## config.mk

```make
export PLATFORM = sky130hd
export DESIGN_NAME = band_level_analyzer_flat
export DESIGN_NICKNAME = d
export VERILOG_FILES = /design/src/hdl/bla_pkg.sv /design/src/hdl/bla_req_if.sv /design/src/hdl/bla_rsp_if.sv /design/src/hdl/bla_csr.sv /design/src/hdl/bla_ctrl.sv /design/src/hdl/bla_dp.sv /design/src/hdl/band_level_analyzer.sv /design/src/flat_wrapper.sv
export SDC_FILE = /design/constraint.sdc
export NUM_CORES = 2
export LEC_CHECK = 0
export BUFFER_PORTS_ARGS = -buffer_cell sky130_fd_sc_hd__buf_2
export CELL_PAD_IN_SITES_DETAIL_PLACEMENT = 1
export CELL_PAD_IN_SITES_GLOBAL_PLACEMENT = 2
export CORE_MARGIN = 4
export CORE_UTILIZATION = 42
export DETAILED_ROUTE_END_ITERATION = 7
export PLACE_DENSITY_LB_ADDON = 0.1
export REMOVE_ABC_BUFFERS = 1
export SYNTH_ARGS = -nofsm -noshare
export SYNTH_HDL_FRONTEND = slang
export SYNTH_SLANG_ARGS = --single-unit
```

## constraint.sdc

```tcl
create_clock -name clock -period 12.9 [get_ports clock]
set_clock_uncertainty 0.1 [all_clocks]
set_input_delay 2.58 -clock clock [delete_from_list [all_inputs] [get_ports clock]]
set_output_delay 2.58 -clock clock [all_outputs]
set_load 0.05 [all_outputs]
```

## src/hdl/bla_pkg.sv

```systemverilog
`timescale 1ns / 1ps
`default_nettype none

package bla_pkg;

   localparam int DEF_NUM_SPLITS    = 7;
   localparam int DEF_ENVELOPE_BITS = 24;

   // band index for up to fifteen splits
   localparam int INDEX_BITS = 4;

   localparam int CSR_INDEX_BITS = 3;
   localparam int CSR_DATA_BITS  = 64;

   localparam int COEFF_BITS       = 16;
   localparam int LOW_COEFF_COUNT  = 4;
   localparam int PACKED_COEFF_MAX = 7;

   localparam logic [15:0] RESET_TARGET_GAIN   = 16'd4096;
   localparam logic [15:0] RESET_TARGET_SMOOTH = 16'd0;
   localparam logic [15:0] RESET_GLIDE_RATE    = 16'd137;
   localparam logic [15:0] RESET_FLOOR_LEVEL   = 16'd0;
   localparam logic [31:0] RESET_INVERSE_SPAN  = 32'd65536;

   typedef enum logic [CSR_INDEX_BITS-1:0] {
      REG_SPLIT_LOW,
      REG_SPLIT_HIGH,
      REG_TARGET_GAIN,
      REG_TARGET_SMOOTH,
      REG_GLIDE_RATE,
      REG_FLOOR_LEVEL,
      REG_INVERSE_SPAN
   } reg_index_type;

   typedef struct packed {
      logic [63:0] split_coeffs_low;
      logic [47:0] split_coeffs_high;
      logic [15:0] target_gain;
      logic [15:0] target_band_smoothing;
      logic [15:0] glide_rate;
      logic [15:0] floor_level;
      logic [31:0] inverse_span;
   } cfg_type;

   typedef enum logic [2:0] {
      OP_GAIN,
      OP_SMOOTH,
      OP_DET,
      OP_SPLIT,
      OP_BAND,
      OP_TOP,
      OP_NORM_LO,
      OP_NORM_HI
   } op_type;

   typedef struct packed {
      logic                  capture;
      logic                  issue;
      logic                  writeback;
      logic                  load_out;
      op_type                op;
      logic [INDEX_BITS-1:0] index;
   } cmd_type;

   typedef struct packed {
      logic out_free;
   } status_type;

endpackage

`default_nettype wire

```

## src/hdl/bla_req_if.sv

```systemverilog
`timescale 1ns / 1ps
`default_nettype none

interface bla_req_if;
   logic               valid;
   logic               ready;
   logic signed [15:0] left_sample;
   logic signed [15:0] right_sample;
   logic               mono_source;
   logic               end_of_block;

   modport source (
      output valid, left_sample, right_sample, mono_source, end_of_block,
      input  ready
   );

   modport sink (
      input  valid, left_sample, right_sample, mono_source, end_of_block,
      output ready
   );
endinterface

`default_nettype wire

```

## src/hdl/bla_rsp_if.sv

```systemverilog
`timescale 1ns / 1ps
`default_nettype none

interface bla_rsp_if;
   logic        valid;
   logic        ready;
   logic [2:0]  band_number;
   logic [15:0] band_level;
   logic        last_band;

   modport source (
      output valid, band_number, band_level, last_band,
      input  ready
   );

   modport sink (
      input  valid, band_number, band_level, last_band,
      output ready
   );
endinterface

`default_nettype wire

```

## src/hdl/bla_csr.sv

```systemverilog
`timescale 1ns / 1ps
`default_nettype none

module bla_csr (
   input  logic                                clock,
   input  logic                                reset,
   input  logic                                csr_write,
   input  logic [bla_pkg::CSR_INDEX_BITS-1:0]  csr_index,
   input  logic [bla_pkg::CSR_DATA_BITS-1:0]   csr_data,
   output bla_pkg::cfg_type                    cfg
);
   import bla_pkg::*;

   cfg_type cfg_ff;
   cfg_type cfg_in;

   always_comb begin
      cfg_in = cfg_ff;
      if (csr_write) begin
         case (csr_index)
            REG_SPLIT_LOW:     cfg_in.split_coeffs_low      = csr_data;
            REG_SPLIT_HIGH:    cfg_in.split_coeffs_high     = csr_data[47:0];
            REG_TARGET_GAIN:   cfg_in.target_gain           = csr_data[15:0];
            REG_TARGET_SMOOTH: cfg_in.target_band_smoothing = csr_data[15:0];
            REG_GLIDE_RATE:    cfg_in.glide_rate            = csr_data[15:0];
            REG_FLOOR_LEVEL:   cfg_in.floor_level           = csr_data[15:0];
            REG_INVERSE_SPAN:  cfg_in.inverse_span          = csr_data[31:0];
            default:           cfg_in = cfg_ff;
         endcase
      end
   end

   always_ff @(posedge clock) begin
      if (reset) begin
         cfg_ff.split_coeffs_low      <= '0;
         cfg_ff.split_coeffs_high     <= '0;
         cfg_ff.target_gain           <= RESET_TARGET_GAIN;
         cfg_ff.target_band_smoothing <= RESET_TARGET_SMOOTH;
         cfg_ff.glide_rate            <= RESET_GLIDE_RATE;
         cfg_ff.floor_level           <= RESET_FLOOR_LEVEL;
         cfg_ff.inverse_span          <= RESET_INVERSE_SPAN;
      end else begin
         cfg_ff <= cfg_in;
      end
   end

   assign cfg = cfg_ff;

endmodule

`default_nettype wire

```

## src/hdl/bla_ctrl.sv

```systemverilog
`timescale 1ns / 1ps
`default_nettype none

module bla_ctrl #(
   parameter int NUM_SPLITS = bla_pkg::DEF_NUM_SPLITS
) (
   input  logic                 clock,
   input  logic                 reset,
   bla_req_if.sink              req,
   input  bla_pkg::status_type  status,
   output bla_pkg::cmd_type     cmd
);
   import bla_pkg::*;

   localparam int BW = $clog2(NUM_SPLITS + 1);
   localparam logic [BW-1:0] LAST_SPLIT = BW'(NUM_SPLITS - 1);
   localparam logic [BW-1:0] TOP_BAND   = BW'(NUM_SPLITS);

   typedef enum logic [1:0] {
      ST_IDLE,
      ST_ISSUE,
      ST_WB
   } state_type;

   state_type     state_ff, state_in;
   op_type        op_ff, op_in;
   logic [BW-1:0] idx_ff, idx_in;
   logic          emit_ff, emit_in;
   logic          accept;
   logic          step_done;

   assign req.ready = (state_ff == ST_IDLE);
   assign accept    = req.valid && req.ready;
   // output load waits for a free result register
   assign step_done = (state_ff == ST_WB) && ((op_ff != OP_NORM_HI) || status.out_free);

   always_comb begin
      cmd.capture   = accept;
      cmd.issue     = (state_ff == ST_ISSUE);
      cmd.writeback = step_done;
      cmd.load_out  = step_done && (op_ff == OP_NORM_HI);
      cmd.op        = op_ff;
      cmd.index     = INDEX_BITS'(idx_ff);
   end

   always_comb begin
      state_in = state_ff;
      op_in    = op_ff;
      idx_in   = idx_ff;
      emit_in  = emit_ff;
      case (state_ff)
         ST_IDLE: begin
            if (accept) begin
               state_in = ST_ISSUE;
               op_in    = OP_GAIN;
               idx_in   = '0;
               emit_in  = req.end_of_block;
            end
         end
         ST_ISSUE: begin
            state_in = ST_WB;
         end
         ST_WB: begin
            if (step_done) begin
               state_in = ST_ISSUE;
               case (op_ff)
                  OP_GAIN:   op_in = OP_SMOOTH;
                  OP_SMOOTH: op_in = OP_DET;
                  OP_DET: begin
                     op_in  = OP_SPLIT;
                     idx_in = '0;
                  end
                  OP_SPLIT:  op_in = OP_BAND;
                  OP_BAND: begin
                     if (idx_ff == LAST_SPLIT) begin
                        op_in  = OP_TOP;
                        idx_in = TOP_BAND;
                     end else begin
                        op_in  = OP_SPLIT;
                        idx_in = idx_ff + BW'(1);
                     end
                  end
                  OP_TOP: begin
                     if (emit_ff) begin
                        op_in  = OP_NORM_LO;
                        idx_in = '0;
                     end else begin
                        state_in = ST_IDLE;
                     end
                  end
                  OP_NORM_LO: op_in = OP_NORM_HI;
                  OP_NORM_HI: begin
                     if (idx_ff == TOP_BAND) begin
                        state_in = ST_IDLE;
                     end else begin
                        op_in  = OP_NORM_LO;
                        idx_in = idx_ff + BW'(1);
                     end
                  end
                  default: state_in = ST_IDLE;
               endcase
            end
         end
         default: state_in = ST_IDLE;
      endcase
   end

   always_ff @(posedge clock) begin
      if (reset) begin
         state_ff <= ST_IDLE;
         op_ff    <= OP_GAIN;
         idx_ff   <= '0;
         emit_ff  <= 1'b0;
      end else begin
         state_ff <= state_in;
         op_ff    <= op_in;
         idx_ff   <= idx_in;
         emit_ff  <= emit_in;
      end
   end

endmodule

`default_nettype wire

```

## src/hdl/bla_dp.sv

```systemverilog
`timescale 1ns / 1ps
`default_nettype none

module bla_dp #(
   parameter int NUM_SPLITS    = bla_pkg::DEF_NUM_SPLITS,
   parameter int ENVELOPE_BITS = bla_pkg::DEF_ENVELOPE_BITS
) (
   input  logic                 clock,
   input  logic                 reset,
   input  bla_pkg::cfg_type     cfg,
   input  bla_pkg::cmd_type     cmd,
   output bla_pkg::status_type  status,
   input  logic signed [15:0]   left_sample,
   input  logic signed [15:0]   right_sample,
   input  logic                 mono_source,
   bla_rsp_if.source            rsp
);
   import bla_pkg::*;

   localparam int EB = ENVELOPE_BITS;
   localparam int NB = NUM_SPLITS + 1;
   localparam int BW = $clog2(NB);
   localparam int SW = (NUM_SPLITS > 1) ? $clog2(NUM_SPLITS) : 1;
   localparam int AW = EB + 2;
   localparam int PW = AW + 17;
   localparam int DW = (EB > 21) ? EB : 21;
   localparam logic [EB-1:0] ENV_MAX = {EB{1'b1}};

   // envelope state
   logic [EB-1:0] split_env_ff [NUM_SPLITS];
   logic [EB-1:0] band_env_ff [NB];
   logic [15:0]   gain_ff;
   logic [15:0]   smooth_ff;

   // per-sample working registers
   logic [16:0]          mag_ff;
   logic [EB-1:0]        det_ff;
   logic [EB-1:0]        cur_split_ff;
   logic [EB-1:0]        prev_split_ff;
   logic signed [PW-1:0] prod_ff;
   logic [EB:0]          lo_ff;

   // result register
   logic        rsp_valid_ff;
   logic [2:0]  band_number_ff;
   logic [15:0] band_level_ff;
   logic        last_band_ff;

   logic [COEFF_BITS-1:0] coeff_vec [NUM_SPLITS];
   logic [SW-1:0]         sidx;
   logic [BW-1:0]         bidx;

   logic signed [16:0] sum_in;
   logic [16:0]        mag_in;

   logic [15:0] gl_now, gl_tgt, gl_d, gl_step, glide_in;
   logic        gl_up;
   logic [32:0] gl_rnd;

   logic [EB-1:0] split_sel, band_sel;
   logic [EB-1:0] band_diff, top_diff, norm_diff;
   logic [EB-1:0] env_x, env_y;
   logic [15:0]   coef;

   logic signed [AW-1:0] mul_a;
   logic [15:0]          mul_b;
   logic signed [PW-1:0] prod_in;
   logic [PW-1:0]        prod_u;

   logic [32:0]          det_rnd;
   logic [20:0]          det_raw;
   logic [DW-1:0]        det_wide;
   logic [EB-1:0]        det_in;
   logic signed [PW-1:0] onep_rnd, onep_shift;
   logic [PW-1:0]        env_sum;
   logic [EB-1:0]        env_in;
   logic [PW-1:0]        lo_rnd, hi_sum;
   logic [EB:0]          lo_in;
   logic [15:0]          level_in;

   for (genvar i = 0; i < NUM_SPLITS; i++) begin : g_coeff
      if (i < LOW_COEFF_COUNT) begin : g_low
         assign coeff_vec[i] = cfg.split_coeffs_low[COEFF_BITS*i +: COEFF_BITS];
      end else if (i < PACKED_COEFF_MAX) begin : g_high
         assign coeff_vec[i] =
            cfg.split_coeffs_high[COEFF_BITS*(i-LOW_COEFF_COUNT) +: COEFF_BITS];
      end else begin : g_none
         assign coeff_vec[i] = '0;
      end
   end

   assign sidx = cmd.index[SW-1:0];
   assign bidx = cmd.index[BW-1:0];

   // mono mix and rectify at capture
   always_comb begin
      sum_in = {left_sample[15], left_sample}
             + (mono_source ? {left_sample[15], left_sample}
                            : {right_sample[15], right_sample});
      mag_in = sum_in[16] ? 17'(-sum_in) : 17'(sum_in);
   end

   // operand selection
   always_comb begin
      gl_now = (cmd.op == OP_SMOOTH) ? smooth_ff : gain_ff;
      gl_tgt = (cmd.op == OP_SMOOTH) ? cfg.target_band_smoothing : cfg.target_gain;
      gl_up  = (gl_tgt >= gl_now);
      gl_d   = gl_up ? (gl_tgt - gl_now) : (gl_now - gl_tgt);

      split_sel = split_env_ff[sidx];
      band_sel  = band_env_ff[bidx];
      band_diff = (cur_split_ff > prev_split_ff) ? (cur_split_ff - prev_split_ff) : '0;
      top_diff  = (det_ff > prev_split_ff) ? (det_ff - prev_split_ff) : '0;
      norm_diff = (band_sel > EB'(cfg.floor_level)) ? (band_sel - EB'(cfg.floor_level))
                                                    : '0;

      env_x = '0;
      env_y = '0;
      coef  = '0;
      case (cmd.op)
         OP_SPLIT: begin
            env_x = det_ff;
            env_y = split_sel;
            coef  = coeff_vec[sidx];
         end
         OP_BAND: begin
            env_x = band_diff;
            env_y = band_sel;
            coef  = smooth_ff;
         end
         OP_TOP: begin
            env_x = top_diff;
            env_y = band_sel;
            coef  = smooth_ff;
         end
         default: begin
            env_x = '0;
            env_y = '0;
            coef  = '0;
         end
      endcase

      mul_a = '0;
      mul_b = '0;
      case (cmd.op)
         OP_GAIN, OP_SMOOTH: begin
            mul_a = AW'(gl_d);
            mul_b = cfg.glide_rate;
         end
         OP_DET: begin
            mul_a = AW'(mag_ff);
            mul_b = gain_ff;
         end
         OP_SPLIT, OP_BAND, OP_TOP: begin
            // one pole as x + c*(y - x)
            mul_a = AW'(env_y) - AW'(env_x);
            mul_b = coef;
         end
         OP_NORM_LO: begin
            mul_a = AW'(norm_diff);
            mul_b = cfg.inverse_span[15:0];
         end
         OP_NORM_HI: begin
            mul_a = AW'(norm_diff);
            mul_b = cfg.inverse_span[31:16];
         end
         default: begin
            mul_a = '0;
            mul_b = '0;
         end
      endcase

      prod_in = mul_a * $signed({1'b0, mul_b});
   end

   // writeback arithmetic
   always_comb begin
      prod_u = prod_ff;

      gl_rnd   = prod_u[32:0] + 33'd65535;
      gl_step  = gl_rnd[31:16];
      glide_in = gl_up ? (gl_now + gl_step) : (gl_now - gl_step);

      det_rnd  = prod_u[32:0] + 33'd2048;
      det_raw  = det_rnd[32:12];
      det_wide = DW'(det_raw);
      det_in   = (det_wide > DW'(ENV_MAX)) ? ENV_MAX : det_wide[EB-1:0];

      onep_rnd   = prod_ff + PW'(32768);
      onep_shift = onep_rnd >>> 16;
      env_sum    = onep_shift + PW'(env_x);
      env_in     = env_sum[EB-1:0];

      lo_rnd   = prod_u + PW'(32768);
      lo_in    = lo_rnd[EB+16:16];
      hi_sum   = prod_u + PW'(lo_ff);
      level_in = (hi_sum > PW'(16'hFFFF)) ? 16'hFFFF : hi_sum[15:0];
   end

   always_ff @(posedge clock) begin
      if (reset) begin
         gain_ff      <= RESET_TARGET_GAIN;
         smooth_ff    <= RESET_TARGET_SMOOTH;
         rsp_valid_ff <= 1'b0;
         for (int i = 0; i < NUM_SPLITS; i++) begin
            split_env_ff[i] <= '0;
         end
         for (int i = 0; i < NB; i++) begin
            band_env_ff[i] <= '0;
         end
      end else begin
         if (cmd.writeback) begin
            case (cmd.op)
               OP_GAIN:        gain_ff <= glide_in;
               OP_SMOOTH:      smooth_ff <= glide_in;
               OP_SPLIT:       split_env_ff[sidx] <= env_in;
               OP_BAND, OP_TOP: band_env_ff[bidx] <= env_in;
               default: begin
               end
            endcase
         end
         if (cmd.load_out) begin
            rsp_valid_ff <= 1'b1;
         end else if (rsp.ready) begin
            rsp_valid_ff <= 1'b0;
         end
      end
   end

   always_ff @(posedge clock) begin
      if (cmd.capture) begin
         mag_ff        <= mag_in;
         prev_split_ff <= '0;
      end
      if (cmd.issue) begin
         prod_ff <= prod_in;
      end
      if (cmd.writeback) begin
         case (cmd.op)
            OP_DET:     det_ff <= det_in;
            OP_SPLIT:   cur_split_ff <= env_in;
            OP_BAND:    prev_split_ff <= cur_split_ff;
            OP_NORM_LO: lo_ff <= lo_in;
            default: begin
            end
         endcase
      end
      if (cmd.load_out) begin
         band_number_ff <= 3'(bidx);
         band_level_ff  <= level_in;
         last_band_ff   <= (bidx == BW'(NUM_SPLITS));
      end
   end

   assign status.out_free = !rsp_valid_ff || rsp.ready;

   assign rsp.valid       = rsp_valid_ff;
   assign rsp.band_number = band_number_ff;
   assign rsp.band_level  = band_level_ff;
   assign rsp.last_band   = last_band_ff;

endmodule

`default_nettype wire

```

## src/hdl/band_level_analyzer.sv

```systemverilog
`timescale 1ns / 1ps
`default_nettype none

// Eight-band level analyzer: each accepted sample is mixed to mono, rectified,
// scaled by a gliding gain and fed to NUM_SPLITS parallel one-pole lowpass
// envelopes; the positive differences between neighboring envelopes (plus the
// part above the last split) are smoothed per band, and a sample flagged
// end_of_block is followed by NUM_SPLITS+1 results, lowest band first, each
// floored, scaled by the inverse span and clamped to Q0.16. All arithmetic goes
// through one shared multiplier in two steps per operation (operand select
// into the product register, then writeback), so a sample occupies the block
// until its last writeback and no new sample is taken before then; a band
// result's writeback also waits while the result register is full. The user
// must write registers only while the block is idle; the block does not enforce it.

module band_level_analyzer #(
   parameter int NUM_SPLITS    = bla_pkg::DEF_NUM_SPLITS,
   parameter int ENVELOPE_BITS = bla_pkg::DEF_ENVELOPE_BITS
) (
   input  logic                                clock,
   input  logic                                reset,
   bla_req_if.sink                             req_ch,
   bla_rsp_if.source                           rsp_ch,
   input  logic                                csr_write,
   input  logic [bla_pkg::CSR_INDEX_BITS-1:0]  csr_index,
   input  logic [bla_pkg::CSR_DATA_BITS-1:0]   csr_data
);
   import bla_pkg::*;

   cfg_type    cfg;
   cmd_type    cmd;
   status_type status;

   bla_csr u_csr (
      .clock     (clock),
      .reset     (reset),
      .csr_write (csr_write),
      .csr_index (csr_index),
      .csr_data  (csr_data),
      .cfg       (cfg)
   );

   bla_ctrl #(
      .NUM_SPLITS (NUM_SPLITS)
   ) u_ctrl (
      .clock  (clock),
      .reset  (reset),
      .req    (req_ch),
      .status (status),
      .cmd    (cmd)
   );

   bla_dp #(
      .NUM_SPLITS    (NUM_SPLITS),
      .ENVELOPE_BITS (ENVELOPE_BITS)
   ) u_dp (
      .clock        (clock),
      .reset        (reset),
      .cfg          (cfg),
      .cmd          (cmd),
      .status       (status),
      .left_sample  (req_ch.left_sample),
      .right_sample (req_ch.right_sample),
      .mono_source  (req_ch.mono_source),
      .rsp          (rsp_ch)
   );

endmodule

`default_nettype wire
```

## src/flat_wrapper.sv

```systemverilog
// flat-port wrapper written by rule: the top's interface ports become plain ports
module band_level_analyzer_flat import bla_pkg::*;
#(
   parameter int NUM_SPLITS    = bla_pkg::DEF_NUM_SPLITS,
   parameter int ENVELOPE_BITS = bla_pkg::DEF_ENVELOPE_BITS
)
  (clock, reset, csr_write, csr_index, csr_data, req_ch_valid, req_ch_left_sample, req_ch_right_sample, req_ch_mono_source, req_ch_end_of_block, req_ch_ready, rsp_ch_valid, rsp_ch_band_number, rsp_ch_band_level, rsp_ch_last_band, rsp_ch_ready);
  bla_req_if req_ch_i ();
  bla_rsp_if rsp_ch_i ();
  input  logic clock;
  input  logic reset;
  input  logic csr_write;
  input  logic [bla_pkg::CSR_INDEX_BITS-1:0] csr_index;
  input  logic [bla_pkg::CSR_DATA_BITS-1:0] csr_data;
  input wire logic [$bits(req_ch_i.valid)-1:0] req_ch_valid;
  input wire logic [$bits(req_ch_i.left_sample)-1:0] req_ch_left_sample;
  input wire logic [$bits(req_ch_i.right_sample)-1:0] req_ch_right_sample;
  input wire logic [$bits(req_ch_i.mono_source)-1:0] req_ch_mono_source;
  input wire logic [$bits(req_ch_i.end_of_block)-1:0] req_ch_end_of_block;
  output wire logic [$bits(req_ch_i.ready)-1:0] req_ch_ready;
  output wire logic [$bits(rsp_ch_i.valid)-1:0] rsp_ch_valid;
  output wire logic [$bits(rsp_ch_i.band_number)-1:0] rsp_ch_band_number;
  output wire logic [$bits(rsp_ch_i.band_level)-1:0] rsp_ch_band_level;
  output wire logic [$bits(rsp_ch_i.last_band)-1:0] rsp_ch_last_band;
  input wire logic [$bits(rsp_ch_i.ready)-1:0] rsp_ch_ready;
  assign req_ch_i.valid = req_ch_valid;
  assign req_ch_i.left_sample = req_ch_left_sample;
  assign req_ch_i.right_sample = req_ch_right_sample;
  assign req_ch_i.mono_source = req_ch_mono_source;
  assign req_ch_i.end_of_block = req_ch_end_of_block;
  assign req_ch_ready = req_ch_i.ready;
  assign rsp_ch_valid = rsp_ch_i.valid;
  assign rsp_ch_band_number = rsp_ch_i.band_number;
  assign rsp_ch_band_level = rsp_ch_i.band_level;
  assign rsp_ch_last_band = rsp_ch_i.last_band;
  assign rsp_ch_i.ready = rsp_ch_ready;
  band_level_analyzer #(.NUM_SPLITS(NUM_SPLITS), .ENVELOPE_BITS(ENVELOPE_BITS)) u_core (.clock(clock), .reset(reset), .req_ch(req_ch_i), .rsp_ch(rsp_ch_i), .csr_write(csr_write), .csr_index(csr_index), .csr_data(csr_data));
endmodule
```

# == Yosys cells after proc, flatten, opt, wreduce, memory -nomap -nowiden ==
# Memories as Yosys holds them, arrays and structs flattened. A register that Yosys moved wholly into a read port is not among the register bits.
# Index checks and enable logic that the tools add are counted.
# classes
addsub,17
multipliers,1
n_lt_le_gt_ge,6
eq_ne,23
muxes,61
bitwise_logic,1
n_reduce_logical,33
# ops
cell,count
$mux W24,8
$mux W16,7
$pmux W26 S4,1
$pmux W16 S5,1
$pmux W24 S3,1
$bmux W16 S3,1
$pmux W24 S2,1
$reduce_or A24 Y1,2
$sub A16 B16 Y16,3
$mux W3,15
$add A43 B25 Y43,1
$gt A43 B16 Y1 const B,1
$mul A26 B17 Y43,1
$add A41 B16 Y41 const B,1
$add A40 B17 Y40 const B,1
$add A33 B12 Y33 const B,1
$add A32 B16 Y32 const B,1
$pmux W16 S2,1
$reduce_and A2 Y1,14
$eq A3 B3 Y1 const B,9
$sub A24 B24 Y25,1
$add A24 B24 Y24,1
$gt A21 B24 Y1,1
$gt A24 B16 Y1,1
other kinds (37),67
# totals
ff_bits,424
mem_bits_rw,360
input_bits,106
out_inout_bits,22
wordCells,168
n_memories,2
# mem_list
name,words,word_bits,rd,rd_clocked_by_memory_dff,write_ports,line_no,source
u_core.u_dp.band_env_ff,8,24,1,1,8,bla_dp.sv:31,logic [EB-1:0] band_env_ff [NB];
u_core.u_dp.split_env_ff,7,24,1,1,7,bla_dp.sv:30,logic [EB-1:0] split_env_ff [NUM_SPLITS];

# == Longest topological paths before layout ==
# logic_depth
ltp_word,9
ltp_mapped,47
ltp_nobuf,45

# == Modules after synthesis ==
# A second synthesis with hierarchy kept.
# hier_totals
hier_cells,6473
hier_area_um2,61925.6
# modules_own_cells
module,instances,cells_each,area_each_um2
bla_dp,1,5640,52919.5
bla_csr,1,756,8414.3
bla_ctrl,1,77,591.8

# == Worst setup path after synthesis ==
# OpenSTA, ideal clock, no wires.
# synth_path
kind,register to register
startpoint,reg (tool-made name)
endpoint,"reg u_core.u_dp.prod_ff[41], data pin"
setup_ns,0.265
arrival_time_ns,10.710
slack_ns,1.825
stages_incl_launch_ff,38
path_buffers,7
period_less_slack_ns,11.075
path_cell_list,dfxtp_1 > buf_6 > buf_12 > clkbuf_1 > buf_1 > mux4_2 > mux2_2 > ha_1 > a211oi_1 > o21a_1 > or3_1 > and3_1 > or4_1 > a21o_1 > buf_2 > o221ai_1 > clkbuf_1 > nand2_1 > (+2 left out) > fa_1 > fa_1 > fa_1 > fa_1 > inv_1 > fa_1 > inv_1 > ha_1 > clkbuf_1 > and2_1 > nand2_1 > o211ai_1 > or4b_2 > o41ai_1 > a211oi_1 > o31a_1 > o21ai_0 > xor2_1
# synth_rtl
element,line_no,source
to (signal assigned),bla_dp.sv:236,prod_ff <= prod_in;
to (decl),bla_dp.sv:40,logic signed [PW-1:0] prod_ff;

# == Worst setup path after layout ==
# layout_path
startpoint,reg u_core.u_dp.prev_split_ff[0]
endpoint,"reg u_core.u_dp.prod_ff[41], data pin"
# layout_between
elab_chain_cells,6
# layout_lines
element,line_no,source
from (decl),bla_dp.sv:39,logic [EB-1:0] prev_split_ff;
from (signal assigned),bla_dp.sv:242,OP_BAND: prev_split_ff <= cur_split_ff;
"$sub A21 B24 Y24, or another cell as far along",bla_dp.sv:113,top_diff = (det_ff > prev_split_ff) ? (det_ff - prev_split_ff) : '0;
"$mux W24, on equally long branches","bla_dp.sv:113, bla_dp.sv:112",
$pmux W24 S3 (*),bla_dp.sv:120,case (cmd.op)
$sub A24 B24 Y25 (*),bla_dp.sv:156,mul_a = AW'(env_y) - AW'(env_x);
$pmux W26 S4 (*),bla_dp.sv:145,case (cmd.op)
$mul A26 B17 Y43 (*),bla_dp.sv:173,"prod_in = mul_a * $signed({1'b0, mul_b});"
net u_core.u_dp.prod_in[41],bla_dp.sv:67,logic signed [PW-1:0] prod_in;
# Mark *: on every way through the listed nets, which the timed path passes. The rest lies on a longest branch.
# A chain may end at the register's enable or synchronous reset.

==> impl_metrics.json <==
{
  "cp.required_ps": 13220,
  "fin_ws_ps": 743,
  "drt_iter0_drc": 4014,
  "dp_hpwl_um": 178000,
  "path_max_fanout": 27,
  "multi_input_area_um2": 36300,
  "yosys-top-cells-area": "edfxtp_1 25%, fa_1 13%, dfxtp_1 9.8%",
  "grt_usage_pct": 30.2,
  "firstDrtPassIters": 7,
  "cts_buffer_depth": 3,
  "core.rowCount": 139,
  "port_buffers": 127,
  "end_kind": "flop",
  "fmax_ghz": 0.0823,
  "synth_edf_count": 510,
  "die_height_um": 390,
  "setup_viol": 0,
  "crit_arrival_ps": 12480,
  "startpoint_type": "flop",
  "synth_cell_type_count": 104,
  "p_total_uw": 20000,
  "dieArea_um2": 152000,
  "antenna_found_initial": 6,
  "ys_warn_count": 0,
  "wl_per_cell_um": 27.2,
  "clk_pin_slew_ps": 60,
  "worstHoldPathType": "reg -> reg",
  "cts_tree": "done",
  "cts.sinks": 811,
  "rsz0062_at_grt": "false",
  "route.detailed.drc": 0,
  "areaGrowthSynthToFinish_pct": 10.4,
  "status": "complete, no violations",
  "synth_common_cells": "873 x nand2_1, 686 x nor2_1, 662 x inv_1",
  "avgSynthCellArea_um2": 9.38,
  "yosysMostFrequentCell": "nand2_1",
  "dr_total_vias": 50400,
  "gp_congestion": 0.934,
  "synth.ff_latch_count": 811,
  "cts-buffers-inserted": 94,
  "final_cells": 8585,
  "fin_crit_sh_pct": 94.2,
  "synth_top_area_cell": "edfxtp_1",
  "synth_flop_cell": "edfxtp_1",
  "gr-total-overflow": 0,
  "ctsHoldBuffers": 0,
  "htreeDepth": 3,
  "ys_seq_area_share_pct": 34.8,
  "nets": 7415,
  "dp_cells": 8400,
  "cpPeakStageDelay_ps": 680,
  "power.density_nw_per_um2": 296,
  "critical_path_class": "reg -> reg",
  "syn_area_um2": 61300,
  "routed_wl_um": 234000,
  "cp_top_family": "compound AO/OA/AOI/OAI gates",
  "leakage_uw": 0.0273,
  "worstMarginPinSlew_ps": 1240,
  "synth_top_area_share_pct": 25.0,
  "root_buffer": "clkbuf_16",
  "post-place-ws_ps": 522,
  "peakVddDrop_uv": 674,
  "crit_top_cell": "fa_1",
  "ant_nets": 0,
  "grt_pass1_vias": 51600,
  "die_width_um": 390,
  "slew_headroom_pct": 17.5,
  "fill_cells": 16500,
  "grt_max_degree": 100,
  "coreArea_um2": 144000,
  "start_util_pct": 42.5,
  "grt_pass1_wl_um": 345000,
  "viasPerCell": 5.87,
  "drv_cap": 0,
  "path_buf_inv": 5,
  "reg2reg_slack_ps": 740,
  "insertion_delay_ps": 740,
  "io_pins": 128,
  "synth_cells": 6535,
  "hold_viol": 0,
  "period_minus_slack_ps": 12160,
  "drive_gt1_share_pct": 10.4,
  "seq_area_um2": 21400,
  "slowest_stage": "a221o_1",
  "async_reset_ff_share_pct": 0,
  "slew_violations": 0
}
-- what timing repair did --
item | 4_1_cts | 5_1_grt
resized for setup | 0 | 3
setup endpoints to repair | 0 | 8
buffers inserted | 0 | 3
-- per-layer routing --
layer	GRT usage (%)	wire length, um	share of wire, %
met1	42.3	105000	45
met3	4.11	13200	5.7
met2	48.8	108000	46
met4	9.64	7910	3.4
met5	0	36	0.015
-- power breakdown --
part	switching (uW)	total [uW]	internal [uW]
registers	294	3620	3320
clock network	1180	2750	1570
logic	8950	13600	4690
-- sequential cells by signal (all words and copies together) (netlist names), 17 cells and up, named ones only --
signal / flops
u_core.u_dp.lo_ff: 25
u_core.u_dp.prod_ff: 43
u_core.u_dp.mag_ff: 17
u_core.u_dp.cur_split_ff: 24
u_core.u_dp.split_env_ff: 192
u_core.u_dp.prev_split_ff: 24
u_core.u_dp.det_ff: 21
u_core.u_csr.cfg: 208
u_core.u_dp.band_env_ff: 192
-- final cells by class --
type                    count  share of cell area, %
inverters                 666                   3.69
clock buffers             135                   4.00
well taps                1903                   3.52
flip-flops and latches    811                   31.6
multi-input cells        4728                   53.7
repair buffers            295                   2.87
diodes                      7                 0.0259
clock inverters            40                  0.677
-- worst reg2reg max path: cells and delay by family, from the launching register on --
family                   cells  cell delay, ps
AO/OA/AOI/OAI               17            4900
XOR/XNOR                     1             110
flip-flops                   1             390
adder cells (fa/ha/maj)     10            4580
buffers and inverters        5             430
AND/OR/NAND/NOR              6            1380
-- path summary, 6_finish.rpt --
| kind | depth (start not counted) | from | endpoint |
|---|---|---|---|
| worst max-delay path | 39 | u_core.u_dp.prev_split_ff[0]$_DFF_P_ | u_core.u_dp.prod_ff[41]$_DFFE_PN_ |
| worst min-delay path | 2 | u_core.u_csr.cfg[183]$_SDFFE_PP0P_ | u_core.u_csr.cfg[183]$_SDFFE_PP0P_ |
| worst max register to register | 39 | u_core.u_dp.prev_split_ff[0]$_DFF_P_ | u_core.u_dp.prod_ff[41]$_DFFE_PN_ |
| worst min register to register | 2 | u_core.u_csr.cfg[183]$_SDFFE_PP0P_ | u_core.u_csr.cfg[183]$_SDFFE_PP0P_ |
-- layout by cell type, fill, tap and decap left out, types with 121 or more instances in the layout --
cell | netlist | final
nand2_1 | 873 | 871
nor2_1 | 686 | 679
inv_1 | 662 | 662
edfxtp_1 | 510 | 510
a21oi_1 | 464 | 461
fa_1 | 405 | 405
ha_1 | 308 | 308
dfxtp_1 | 301 | 295
o21ai_0 | 169 | 168
buf_4 | 2 | 165
nand3_1 | 153 | 153
xnor2_1 | 149 | 149
buf_2 | 20 | 126
nor3_1 | 127 | 121
-- per-stage QoR --
step / TNS, ps / area [um2] / utilization, % / hold WS (ps)
after floorplan: -14640 / 60000 / - / 326
after global placement: 0 / 64500 / 44.6 / 339
after detailed placement: 0 / 64500 / 44.6 / 346
after CTS: 0 / 67600 / 46.8 / 354
after global routing: 0 / 67700 / 46.9 / 369
final: 0 / 67700 / 46.9 / 352
-- cell families after synthesis --
group,share of synthesized area [%]
flops,34.8
compound gates,12.9
simple gates,16.6
xor+xnor,3.61
fa+ha+maj,19.5
buf+inv,6.20
mux,6.34
Note: power is estimated with default switching activity, not from simulation.
